[config.mk]
export PLATFORM = sky130hd
export DESIGN_NAME = psccd_div_cell
export DESIGN_NICKNAME = d
export VERILOG_FILES = /design/src/design/point_segment_ccd_2d_core_defines.svh /design/src/design/psccd_pkg.sv /design/src/design/psccd_div_cell.sv
export SDC_FILE = /design/constraint.sdc
export NUM_CORES = 1
export LEC_CHECK = 0
export BUFFER_PORTS_ARGS = -buffer_cell sky130_fd_sc_hd__buf_2
export CORE_MARGIN = 4
export CORE_UTILIZATION = 46
export DETAILED_ROUTE_END_ITERATION = 8
export PLACE_DENSITY = 0.7
export SLEW_MARGIN = 40
export SYNTH_ARGS = -nofsm -noshare
export SYNTH_HDL_FRONTEND = slang
export SYNTH_SLANG_ARGS = --single-unit
[constraint.sdc]
create_clock -name i_clk -period 3.4 [get_ports i_clk]
set_input_delay 0.68 -clock i_clk [delete_from_list [all_inputs] [get_ports i_clk]]
set_output_delay 0.68 -clock i_clk [all_outputs]
set_load 0.005 [all_outputs]
[src/design/point_segment_ccd_2d_core_defines.svh]
// assertion helpers for the point segment collision core
`ifndef POINT_SEGMENT_CCD_2D_CORE_DEFINES_SVH
`define POINT_SEGMENT_CCD_2D_CORE_DEFINES_SVH

// same cycle implication, clocked on i_clk, off during reset
`define PSCCD_ASSERT_NOW(label, ante, cons, msg) \
    label: assert property (@(posedge i_clk) disable iff (!i_rst_n) (ante) |-> (cons)) \
        else $error(msg);

// next cycle implication
`define PSCCD_ASSERT_NEXT(label, ante, cons, msg) \
    label: assert property (@(posedge i_clk) disable iff (!i_rst_n) (ante) |=> (cons)) \
        else $error(msg);

`endif

[src/design/psccd_pkg.sv]
package psccd_pkg;

    localparam int DW         = 33;
    localparam int PW         = 2 * DW;
    localparam int CW         = PW + 2;
    localparam int LW         = 23;
    localparam int MLIMBS     = 3;
    localparam int MW         = LW * MLIMBS;
    localparam int PRW        = 2 * MW;
    localparam int DSW        = 136;
    localparam int SQW        = DSW - 2;
    localparam int SQ_STEPS   = 67;
    localparam int QW         = MW;
    localparam int TIME_FRAC  = 16;
    localparam int TW         = TIME_FRAC + 1;
    localparam int DIV_STEPS  = TIME_FRAC;
    localparam int SW         = 50;
    localparam int LENW       = 100;
    localparam int DOTW       = LENW + 1;
    localparam int NSTG       = 6 + SQ_STEPS + 1 + DIV_STEPS + 5;

    localparam logic [TW-1:0]  TIME_ONE = TW'(1) << TIME_FRAC;
    localparam logic [SQW-1:0] SQ_START = SQW'(1) << (2 * (SQ_STEPS - 1));

    typedef enum logic [1:0] {
        CFG_EPS   = 2'd0,
        CFG_ETA   = 2'd1,
        CFG_LIMIT = 2'd2
    } t_cfg_idx;

    typedef struct packed {
        logic signed [DW-1:0] d21x;
        logic signed [DW-1:0] d21y;
        logic signed [DW-1:0] s32x;
        logic signed [DW-1:0] s32y;
        logic signed [DW-1:0] e21x;
        logic signed [DW-1:0] e21y;
        logic signed [DW-1:0] e32x;
        logic signed [DW-1:0] e32y;
    } t_geo;

    typedef struct packed {
        t_geo          geo;
        logic          a_neg;
        logic          b_neg;
        logic          c_neg;
        logic [QW-1:0] amag;
        logic [QW-1:0] bmag;
        logic [QW-1:0] cmag;
        logic          lin;
        logic          bsmall;
        logic          dneg;
    } t_carry;

    typedef struct packed {
        logic [SQW-1:0] v;
        logic [SQW-1:0] res;
        logic [SQW-1:0] probe;
    } t_sqrt;

    typedef struct packed {
        logic [QW-1:0]        n;
        logic [QW-1:0]        d;
        logic [TIME_FRAC-1:0] q;
    } t_lane;

    typedef struct packed {
        logic ok;
        logic zn;
        logic eq;
    } t_dflag;

    typedef struct packed {
        t_geo   geo;
        t_dflag r1;
        t_dflag r2;
    } t_dcarry;

endpackage

[src/design/psccd_div_cell.sv]
module psccd_div_cell (
    input  logic               i_clk,
    input  logic               i_en,
    input  psccd_pkg::t_lane   i_lane,
    output psccd_pkg::t_lane   o_lane
);

    psccd_pkg::t_lane             r_lane;
    psccd_pkg::t_lane             n_lane;
    logic [psccd_pkg::QW-1:0]     sh;

    always_comb begin
        sh = {i_lane.n[psccd_pkg::QW-2:0], 1'b0};
        n_lane.d = i_lane.d;
        if (sh >= i_lane.d) begin
            n_lane.n = sh - i_lane.d;
            n_lane.q = {i_lane.q[psccd_pkg::TIME_FRAC-2:0], 1'b1};
        end else begin
            n_lane.n = sh;
            n_lane.q = {i_lane.q[psccd_pkg::TIME_FRAC-2:0], 1'b0};
        end
    end

    always_ff @(posedge i_clk) begin
        if (i_en) begin
            r_lane <= n_lane;
        end
    end

    assign o_lane = r_lane;

endmodule

# Word level (Yosys, flattened, before mapping)
# Cells that the tools add are included.
[totals] reg_bits=154 in_bits=156 out_inout_bits=154 wordCells=8
[op_classes] addsub=1 n_lt_le_gt_ge=1 muxes=2
[op_table] operator="greater-or-equal comparator 69 bit" n=1
[op_table] operator="2-to-1 mux 69 bit" n=1
[op_table] operator="subtractor 69 bit" n=1
[op_table] operator="2-to-1 mux 1 bit" n=1

# Logic depth before layout (Yosys ltp)
# Gate-level depths: netlist (run 1).
[logic_depth] ltp_word=2 ltp_mapped=15 depth_no_buf=13

# Worst setup path before layout (run 1)
# Ideal clock, no wire load.
[synth_timing] path_type="input to register" start="input port i_lane[51] (netlist bit)" end="register r_lane, in the netlist o_lane[126], data pin" setup_ns=0.260 arrival_time_ns=2.876 required_ns=3.140 path_slack_ns=0.264 cell_stages=14 path_buffers=2 path_cell_list="inv_1 > ha_1 > buf_2 > nand2_1 > or3_1 > nor4_4 > nand3_1 > o21a_1 > o221ai_1 > a21o_1 > nor2_4 > buf_6 > inv_2 > mux2_2"
[synth_lines] element="from (decl)" line="psccd_div_cell.sv:4" text="input psccd_pkg::t_lane i_lane,"
[synth_lines] element="to (signal assigned)" line="psccd_div_cell.sv:26" text="r_lane <= n_lane;"
[synth_lines] element="to (decl)" line="psccd_div_cell.sv:8" text="psccd_pkg::t_lane r_lane;"

==> out/results.tsv, run 1 <==
stage	metric	value	unit
floorplanning	Die ar.	24100	µm²
placement	port bufs	307	
floorplanning	die span in y	155	µm
logic_synthesis	Syn Nets	1266	
worst_setup_path	Startpoint Class	input pin	
logic_synthesis	synthesis warning total	0	
drt	Initial DRC Count	523	
global_route	Global Route Usage Sum	24.0	%
cts	Num CTS Buffers	17	
sta	Rel. slew slack	57.7	%
finish	commonest non-fill, non-tap cell in the layout	buf_2	
finish	max FFs per register	154	
global_route	vias in the first global route	9231	
power	internal power	4.30	mW
power	Net Sw Frac	29.9	%
logic_synthesis	post-synthesis register bit count	154	
finish	Finished Layout Cells	1747	
logic_synthesis	sequential share of the synthesized area	46.4	%
worst_setup_path	CP endpoint kind	flop	
run	max cap viols	0	
floorplanning	core footprint	21200	µm²
floorplanning	cell row count	53	
floorplanning	Die Width	155	µm
finish	most frequent cells in the layout	buf_2 (306), edfxtp_1 (154), nand2_1 (135)	
global_route	global route overflow	0	
drt	wire per inst	16.8	µm
cts	CTS tree	done	
cts	clock-pin slew on the worst setup and hold paths	70	ps
logic_synthesis	synthesized netlist cell count	1040	
placement	gpl congestion	0.932	
drt	TritonRoute pass-1 iters	5	
cts	Max clock buf depth	2	
floorplanning	Initial Util	47.1	%
placement	DP Area	12700	µm²
worst_hold_path	Hold Crit Depth	1	
power	Switching Power	1.83	mW
global_route	pin count of the biggest net entering global routing	65	
global_route	initial antenna violation count	5	
worst_hold_path	Hold EP	o_lane[7]	
power	Power Dens Cells	459	nW/µm²
sta	fin. max-slew vios	0	
power	Clk network pwr share	33.1	%
worst_setup_path	CP required	3590	ps
worst_setup_path	data arrival time of the critical path	3380	ps
worst_setup_path	crit path launch	i_lane[16]	
sta	actual slew at the worst max-slew pin	634	ps
finish	Syn-to-layout area delta	33.9	%
sta	Hold Violations, Final	0	
drt	vias post-DR	9254	
sta	final worst path period share	93.8	%
cts	H-tree levels	4	
worst_hold_path	worst hold path class	in2reg	
drt	via density per instance	5.30	
drt	antenna-violating nets left	0	
logic_synthesis	ys async rst share	0	%
worst_setup_path	Crit Path Class	in2reg	
finish	Finished Cell Area	13300	µm²
sta	setup TNS	0	ps
cts	CTS Sinks	154	
sta	Final min period	3190	ps
logic_synthesis	post-synth design cell area	9960	µm²
placement	HPWL Detailed	23900	µm
worst_setup_path	worst-path maximum fanout	4	
logic_synthesis	ys flop type	edfxtp_1	
finish	Fill cells	1839	
sta	final setup vio count	0	
drt	DRC Markers	0	
finish	final net count	1684	
drt	drt total wl	29400	µm
power	Seq pwr share	39.0	%
floorplanning	I/O pin cnt	310	
logic_synthesis	Yosys cell types	62	
power	combinational power share	27.8	%
placement	dpl cells	1714	
worst_hold_path	Worst Hold Launch	i_lane[6]	
sta	Achievable Freq	314	MHz
global_route	first-pass GRT wire length	46600	µm
power	Max IR drop VDD	328	µV
finish	share of cells above drive strength 1	33.9	%
outcome	outcome	completed	
logic_synthesis	Post-synth EDFFs	154	
power	Pleak	6.07	nW
sta	unrepaired setup endpoints after global routing	no	
cts	clock root buffer	clkbuf_16	
logic_synthesis	Mapped Avg Cell Area	9.58	µm²
==> layer usage <==
layer | part of all wire [%] | GRT usage (%)
met4 | 1.8 | 6.60
met2 | 48 | 40.7
met3 | 7.5 | 4.76
met5 | 0.19 | 0
met1 | 43 | 31.5
==> kinds of logic after synthesis <==
| logic type | share of synthesized area, % |
|---|---|
| mux | 0.226 |
| buf+inv | 5.55 |
| xor+xnor | 5.63 |
| simple gates | 13.4 |
| fa+ha+maj | 8.87 |
| compound gates | 20.0 |
| flops | 46.4 |
==> worst max-delay path, stage by stage <==
cell and delay [ps]:
buf_2 130, fa_1 460, and2b_1 240, o2111ai_2 150, a211o_1 410, o2111ai_1 240, buf_4 150, nand3_1 130
nand3_1 150, nand2_1 120, o21ai_0 240, xnor2_1 180, o21ai_1 80
==> per-stage QoR <==
stage | setup WS (ps) | util, % | hold slack (ps) | power (mW)
after floorplan | 264 | - | 779 | 3.32
after global placement | -243 | 60.1 | 857 | 4.10
after detailed placement | -275 | 60.1 | 858 | 4.13
after CTS | 171 | 63.0 | 407 | 6.16
after global routing | 20.5 | 63.1 | 411 | 6.45
final | 211 | 63.1 | 427 | 6.13
==> cells in the mapped netlist (2+ instances only) <==
cell       count  area share (%)
inv_1         91             3.4
a21o_1        22             1.7
nand4_1       32             2.0
a211oi_1       9            0.68
a311oi_1       2            0.18
o211ai_1       7            0.53
nand2b_1       6            0.38
o21ai_1       12            0.60
clkbuf_1      24            0.90
a21oi_4        2            0.33
nor3b_1        3            0.23
nand3_1       11            0.55
o2111ai_1      3            0.26
xor2_1        25             2.2
nor2_1        52             2.0
or3_1          6            0.38
a211o_1        3            0.26
ha_1          69             8.7
buf_6          3            0.34
edfxtp_1     154              46
buf_2         16            0.80
a31oi_1        3            0.19
o221ai_1       3            0.26
nand2_1      136             5.1
nor4_1         4            0.25
o211ai_2       3            0.38
a21boi_1       2            0.15
a21oi_2        3            0.26
a21oi_1       99             5.0
o21a_1        13            0.98
or2_2          3            0.19
a21boi_0       2            0.15
nor2b_1        6            0.38
o21ai_0      104             5.2
nor3_1        19            0.95
and2_1         2            0.13
and3_1         3            0.19
xnor2_1       39             3.4
o21bai_1      21             1.6
==> cell type report <==
class                      instances  area, µm²  share of cell area [%]
sequential                       154       4620                    34.7
multi-input combinational        750       4790                    35.9
inverter                          92        345                    2.59
clock inverter                    15        188                    1.41
tap                              275        344                    2.58
timing repair buffer             443       2610                    19.6
antenna                            1       2.50                  0.0188
clock buffer                      17        425                    3.19
==> worst max path at each step <==
stage | endpoint | slack (ps)
after global routing | o_lane[144] | 20
after floorplan | o_lane[126] | 260
after CTS | o_lane[147] | 170
after detailed placement | o_lane[147] | -280
after global placement | o_lane[147] | -240
final | o_lane[143] | 210
==> power by group through the flow <==
stage                     logic (mW)  clock network [mW]  registers, mW
after floorplan                0.852                   0           2.47
after global placement          1.67                   0           2.43
after detailed placement        1.69                   0           2.43
after CTS                       1.70                2.06           2.39
after global routing            1.89                2.16           2.41
final                           1.70                2.03           2.39
==> what timing repair did <==
item | 4_1_cts | 5_1_grt
hold buffers | 0 | 0
setup buffers | 0 | 0
setup endpoints to repair | 0 | 9
gates resized for setup | 0 | 4
(Power assumes the default switching activity.)
==> run 2, diff against run 1 <==
--- a/config.mk
+++ b/config.mk
@@ -11,3 +11,3 @@
 export DETAILED_ROUTE_END_ITERATION = 8
-export PLACE_DENSITY = 0.7
+export PLACE_DENSITY = 0.73
 export SLEW_MARGIN = 40
==> constraint.sdc (replaced) <==
create_clock -name i_clk -period 3.4 [get_ports i_clk]
set_input_delay 0.34 -clock i_clk [delete_from_list [all_inputs] [get_ports i_clk]]
set_output_delay 0.34 -clock i_clk [all_outputs]
set_load 0.005 [all_outputs]
==> run 2 against run 1 <==
Cell count down 6.0%. Fmax increased by 7.2%. Hold slack lost 350 ps. Clock power down 5%. Total power decreased by 4.8%. Critical path depth unchanged. Sequential share of layout area increased by 2.3 points. Core utilization down 4.0 points. Flip-flop and latch count unchanged. Critical endpoint is now o_lane[138]. Largest cell class unchanged.
==> out/results.tsv, run 2 (same netlist as run 1, synthesis figures left out) <==
stage	metric	value	unit	change
sta	actual slew at the worst max-slew pin	583	ps	was 634 ps
worst_setup_path	CP required	3570	ps	was 3590 ps
finish	max FFs per register	154		unchanged
sta	Hold WS	81.6	ps	was 427 ps
sta	unrepaired setup endpoints after global routing	no		unchanged
global_route	pin count of the biggest net entering global routing	83		was 65
global_route	initial antenna violation count	4		was 5
floorplanning	Die Width	155	µm	unchanged
finish	Syn-to-layout area delta	25.4	%	was 33.9%
drt	antenna-violating nets left	0		unchanged
sta	Rel. slew slack	60.7	%	was 57.7%
worst_setup_path	crit path cell chain	buf_2, inv_1, ha_1, nand4_1, nor2_1, o2bb2ai_1, a21o_1, a21oi_1, a21oi_1, and3_1, o21ai_0, xnor2_1, o21ai_0		was buf_2, fa_1, and2b_1, o2111ai_2, a211o_1, o2111ai_1, buf_4, nand3_1, nand3_1, nand2_1, o21ai_0, xnor2_1, o21ai_1
placement	port bufs	307		unchanged
finish	Antenna Cells	0		was 1
worst_hold_path	Hold Crit Depth	1		unchanged
run	max cap viols	0		unchanged
cts	H-tree levels	4		unchanged
worst_setup_path	Top delay family on crit path	compound AO/OA/AOI/OAI gates		unchanged
cts	clock root buffer	clkbuf_16		unchanged
worst_setup_path	worst-path maximum fanout	7		was 4
sta	final setup vio count	0		unchanged
cts	Max clock buf depth	2		unchanged
power	Power Dens Cells	467	nW/µm²	was 459 nW/µm²
sta	setup TNS	0	ps	unchanged
placement	gpl congestion	0.933		was 0.932
worst_hold_path	Hold EP	o_lane[3]		was o_lane[7]
cts	hold buffers post-CTS	0		unchanged
finish	commonest non-fill, non-tap cell in the layout	buf_2		unchanged
sta	Hold Violations, Final	0		unchanged
sta	fin. max-slew vios	0		unchanged
worst_setup_path	CP max stage delay	450	ps	was 460 ps
finish	Finished Layout Cells	1642		was 1747
drt	vias post-DR	8929		was 9254
floorplanning	I/O pin cnt	310		unchanged
finish	most frequent cells in the layout	buf_2 (306), edfxtp_1 (154), nand2_1 (136)		was buf_2 (306), edfxtp_1 (154), nand2_1 (135)
sta	Final min period	2970	ps	was 3190 ps
power	Pleak	5.53	nW	was 6.07 nW
floorplanning	core footprint	21200	µm²	unchanged
power	Max IR drop VDD	340	µV	was 328 µV
sta	final worst path period share	87.5	%	was 93.8%
drt	via density per instance	5.44		was 5.30
placement	dpl cells	1610		was 1714
floorplanning	Die ar.	24100	µm²	unchanged
placement	HPWL Detailed	22600	µm	was 23900 µm
global_route	global route overflow	0		unchanged
cts	post-CTS setup buffers	0		unchanged
drt	DRC Markers	0		unchanged
worst_setup_path	data arrival time of the critical path	3150	ps	was 3380 ps
cts	clock-pin slew on the worst setup and hold paths	70	ps	about the same
finish	share of cells above drive strength 1	28.7	%	was 33.9%
drt	Initial DRC Count	647		was 523
floorplanning	Initial Util	47.1	%	unchanged
worst_setup_path	CP bufs+invs	2		unchanged
worst_hold_path	Worst Hold Launch	i_lane[2]		was i_lane[6]
floorplanning	die span in y	155	µm	unchanged
cts	Num CTS Buffers	17		unchanged
global_route	first-pass GRT wire length	44500	µm	was 46600 µm
drt	wire per inst	17.3	µm	was 16.8 µm
cts	CTS resizes	0		unchanged
cts	CTS tree	done		unchanged
sta	Achievable Freq	336	MHz	was 314 MHz
global_route	vias in the first global route	8717		was 9231
worst_setup_path	CP endpoint kind	flop		unchanged
power	total power	5.83	mW	was 6.13 mW
worst_hold_path	worst hold path class	in2reg		unchanged
outcome	outcome	completed		unchanged
finish	final net count	1580		was 1684
drt	TritonRoute pass-1 iters	5		unchanged
worst_setup_path	Crit Path Class	in2reg		unchanged
worst_setup_path	Startpoint Class	input pin		unchanged
worst_setup_path	critical path's slowest cell	a21oi_1		was fa_1
floorplanning	cell row count	53		unchanged
cts	CTS Sinks	154		unchanged
drt	drt total wl	28500	µm	was 29400 µm
global_route	Global Route Usage Sum	22.9	%	was 24.0%
==> run 2: changes by cell type in the layout (fill, tap and decap cells not counted), sizes merged <==
cell	change
buf	-104
bufinv	-2
diode	-1
clkinvlp	+3
inv	+2
clkinv	-3
==> run 2: stage by stage <==
step / worst slack [ps] / area [µm²] / utilization (%)
3_5_place_dp: 20.7 / 11900 / 56.3
5_1_grt: 270 / 12500 / 59.1
4_1_cts: 462 / 12500 / 59.1
3_3_place_gp: 2.53 / 11900 / 56.3
2_1_floorplan: 604 / 9960 / -
6_report: 426 / 12500 / 59.1
==> run 2: how the worst max path moves through the flow <==
stage	startpoint	endpoint	slack (ps)	depth (start not counted)
final	i_lane[23]	o_lane[138]	430	13
after CTS	i_lane[23]	o_lane[150]	460	13
after global routing	i_lane[16]	o_lane[143]	270	12
after detailed placement	i_lane[23]	o_lane[150]	20	13
after global placement	i_lane[23]	o_lane[150]	3	13
after floorplan	i_lane[51]	o_lane[126]	600	14
==> run 2: final cells by class <==
class / instances / area [µm²]
clock inverter: 15 / 153
clock buffer: 17 / 425
fill: 1853 / 8660
multi-input combinational: 750 / 4780
tap: 275 / 344
sequential: 154 / 4620
inverter: 92 / 345
timing repair buffer: 339 / 1820
==> run 2: layer usage <==
layer	vias up	share of wire [%]	track usage (%)
met5	-	0.13	0
met1	4150	43	30.1
li1	4396	-	-
met2	334	48	38.3
met3	41	7.9	5.56
met4	8	1.4	5.72
==> run 2: where the power goes <==
group	internal, mW	leakage (nW)	switching [mW]
combinational	0.637	3.75	0.888
clock	1.04	0.277	0.883
sequential	2.34	1.50	0.0467
==> run 3, diff against run 2 <==
--- a/config.mk
+++ b/config.mk
@@ -11,4 +11,4 @@
 export DETAILED_ROUTE_END_ITERATION = 8
+export GPL_TIMING_DRIVEN = 0
 export PLACE_DENSITY = 0.73
-export SLEW_MARGIN = 40
 export SYNTH_ARGS = -nofsm -noshare
==> constraint.sdc (replaced) <==
create_clock -name i_clk -period 3.4 [get_ports i_clk]
set_input_delay 0.17 -clock i_clk [delete_from_list [all_inputs] [get_ports i_clk]]
set_output_delay 0.17 -clock i_clk [all_outputs]
set_load 0.005 [all_outputs]
==> run 3 against run 2 <==
Critical path depth increased by 4. Largest cell class unchanged. Setup slack got worse by 370 ps. Sequential share of layout area down 2.9 points. Die area stayed put. Clock power grew 7%. Flip-flop and latch count unchanged.
==> out/results.tsv, run 3 (same netlist as run 1, synthesis figures left out) <==
stage	metric	value	unit	change
outcome	outcome	completed		unchanged
cts	H-tree levels	4		unchanged
global_route	first-pass GRT wire length	46900	µm	was 44500 µm
finish	Syn-to-layout area delta	36.2	%	was 25.4%
finish	most frequent cells in the layout	buf_2 (315), edfxtp_1 (154), nand2_1 (135)		was buf_2 (306), edfxtp_1 (154), nand2_1 (136)
placement	HPWL Detailed	23100	µm	was 22600 µm
sta	Hold Violations, Final	0		unchanged
sta	actual slew at the worst max-slew pin	696	ps	was 583 ps
floorplanning	cell row count	53		unchanged
finish	share of cells above drive strength 1	27.7	%	was 28.7%
power	Pleak	5.94	nW	was 5.53 nW
drt	TritonRoute pass-1 iters	6		was 5
drt	wire per inst	17.4	µm	was 17.3 µm
run	max cap viols	0		unchanged
sta	Rel. slew slack	53.6	%	was 60.7%
worst_hold_path	Hold Crit Depth	1		unchanged
power	combinational power share	27.0	%	was 26.1%
floorplanning	Die ar.	24100	µm²	unchanged
global_route	initial antenna violation count	1		was 4
finish	commonest non-fill, non-tap cell in the layout	buf_2		unchanged
worst_setup_path	CP max stage delay	520	ps	was 450 ps
finish	final net count	1685		was 1580
floorplanning	core footprint	21200	µm²	unchanged
global_route	pin count of the biggest net entering global routing	83		unchanged
drt	antenna-violating nets left	0		unchanged
global_route	Global Route Usage Sum	24.4	%	was 22.9%
drt	via density per instance	5.35		was 5.44
cts	CTS Sinks	154		unchanged
power	Switching Power	1.87	mW	was 1.82 mW
power	Seq pwr share	39.2	%	was 41.0%
drt	drt total wl	30500	µm	was 28500 µm
worst_setup_path	data arrival time of the critical path	3520	ps	was 3150 ps
worst_setup_path	Top delay family on crit path	buffers and inverters		was compound AO/OA/AOI/OAI gates
global_route	global route overflow	0		unchanged
drt	DRC Markers	0		unchanged
sta	Final min period	3340	ps	was 2970 ps
placement	gpl congestion	0.944		was 0.933
worst_hold_path	Hold EP	o_lane[16]		was o_lane[3]
power	Clk network pwr share	33.8	%	was 32.9%
power	internal power	4.24	mW	was 4.02 mW
sta	Achievable Freq	299	MHz	was 336 MHz
cts	clock root buffer	clkbuf_16		unchanged
sta	final setup vio count	0		unchanged
floorplanning	Initial Util	47.1	%	unchanged
worst_setup_path	Startpoint Class	input pin		unchanged
finish	max FFs per register	154		unchanged
cts	Num CTS Buffers	17		unchanged
drt	vias post-DR	9346		was 8929
sta	unrepaired setup endpoints after global routing	yes		was no
sta	fin. max-slew vios	0		unchanged
floorplanning	Die Width	155	µm	unchanged
sta	Hold WS	18.7	ps	was 81.6 ps
worst_setup_path	Crit Path Class	in2reg		unchanged
worst_setup_path	CP bufs+invs	7		was 2
floorplanning	die span in y	155	µm	unchanged
power	Max IR drop VDD	353	µV	was 340 µV
cts	CTS tree	done		unchanged
finish	Finished Cell Area	13600	µm²	was 12500 µm²
floorplanning	I/O pin cnt	310		unchanged
worst_setup_path	critical path's slowest cell	dlygate4sd3_1		was a21oi_1
power	Net Sw Frac	30.6	%	was 31.2%
sta	final worst path period share	98.3	%	was 87.5%
placement	port bufs	307		unchanged
sta	setup TNS	0	ps	unchanged
power	Power Dens Cells	450	nW/µm²	was 467 nW/µm²
worst_setup_path	CP required	3580	ps	was 3570 ps
worst_hold_path	Worst Hold Launch	i_lane[16]		was i_lane[2]
placement	DP Area	11900	µm²	about the same
worst_setup_path	crit path cell chain	dlygate4sd3_1, buf_2, inv_1, ha_1, buf_6, nand4_1, or3_4, nor4_4, nand3_1, o21a_1, o221ai_1, a21o_1, nor2_4, buf_12, buf_8, inv_8, mux2_2		was buf_2, inv_1, ha_1, nand4_1, nor2_1, o2bb2ai_1, a21o_1, a21oi_1, a21oi_1, and3_1, o21ai_0, xnor2_1, o21ai_0
worst_setup_path	worst-path maximum fanout	10		was 7
cts	clock-pin slew on the worst setup and hold paths	60	ps	was 70 ps
drt	Initial DRC Count	577		was 647
global_route	vias in the first global route	9150		was 8717
worst_setup_path	CP endpoint kind	flop		unchanged
cts	Max clock buf depth	2		unchanged
worst_hold_path	worst hold path class	in2reg		unchanged
[run 3: how the worst max path moves through the flow]
stage,start,endpoint,slack [ps],depth (start not counted)
floorplan,i_lane[51],o_lane[126],770,14
global route,i_lane[46],o_lane[126],-90,17
finish,i_lane[46],o_lane[126],60,17
CTS,i_lane[26],o_lane[126],0.3,15
detailed placement,i_lane[74],o_lane[126],40,14
global placement,i_lane[74],o_lane[126],-10,14
[run 3: metal layers]
metal	vias up	track usage (%)	routed length (µm)
met5	-	0	7
met4	2	7.02	587
met3	46	4.56	2110
met2	382	41.5	14900
met1	4315	31.9	12900
li1	4601	-	-
[run 3: area by class of cell]
class	count	area, µm²
buffer	43	244
clock buffer	17	425
fill	1770	7580
inverter	92	353
sequential	154	4620
tap	275	344
timing repair buffer	401	2490
clock inverter	15	199
antenna	1	2.50
multi-input combinational	750	4890
[run 3: timing repair]
item                       CTS  global route
setup buffers                0            10
setup endpoints to repair    0            69
hold endpoints to repair    83             0
hold buffers                83             0
resized for setup            0            47
[run 3: power groups by stage]
stage	clock network (mW)	registers, mW	logic (mW)
after floorplan	0	2.47	0.852
after global placement	0	2.43	1.48
after detailed placement	0	2.43	1.50
after CTS	2.10	2.39	1.59
after global routing	2.18	2.41	1.82
final	2.06	2.39	1.65
[run 3: stage by stage]
step           instances  worst slack (ps)  util, %  power, mW
3_5_place_dp        1623              35.1     56.1       3.93
5_1_grt             1747             -87.9     64.1       6.41
4_1_cts             1738             0.316     63.0       6.08
2_1_floorplan       1040               774        -       3.32
6_report            1748              57.2     64.2       6.11
3_3_place_gp        1622             -10.1     56.0       3.91
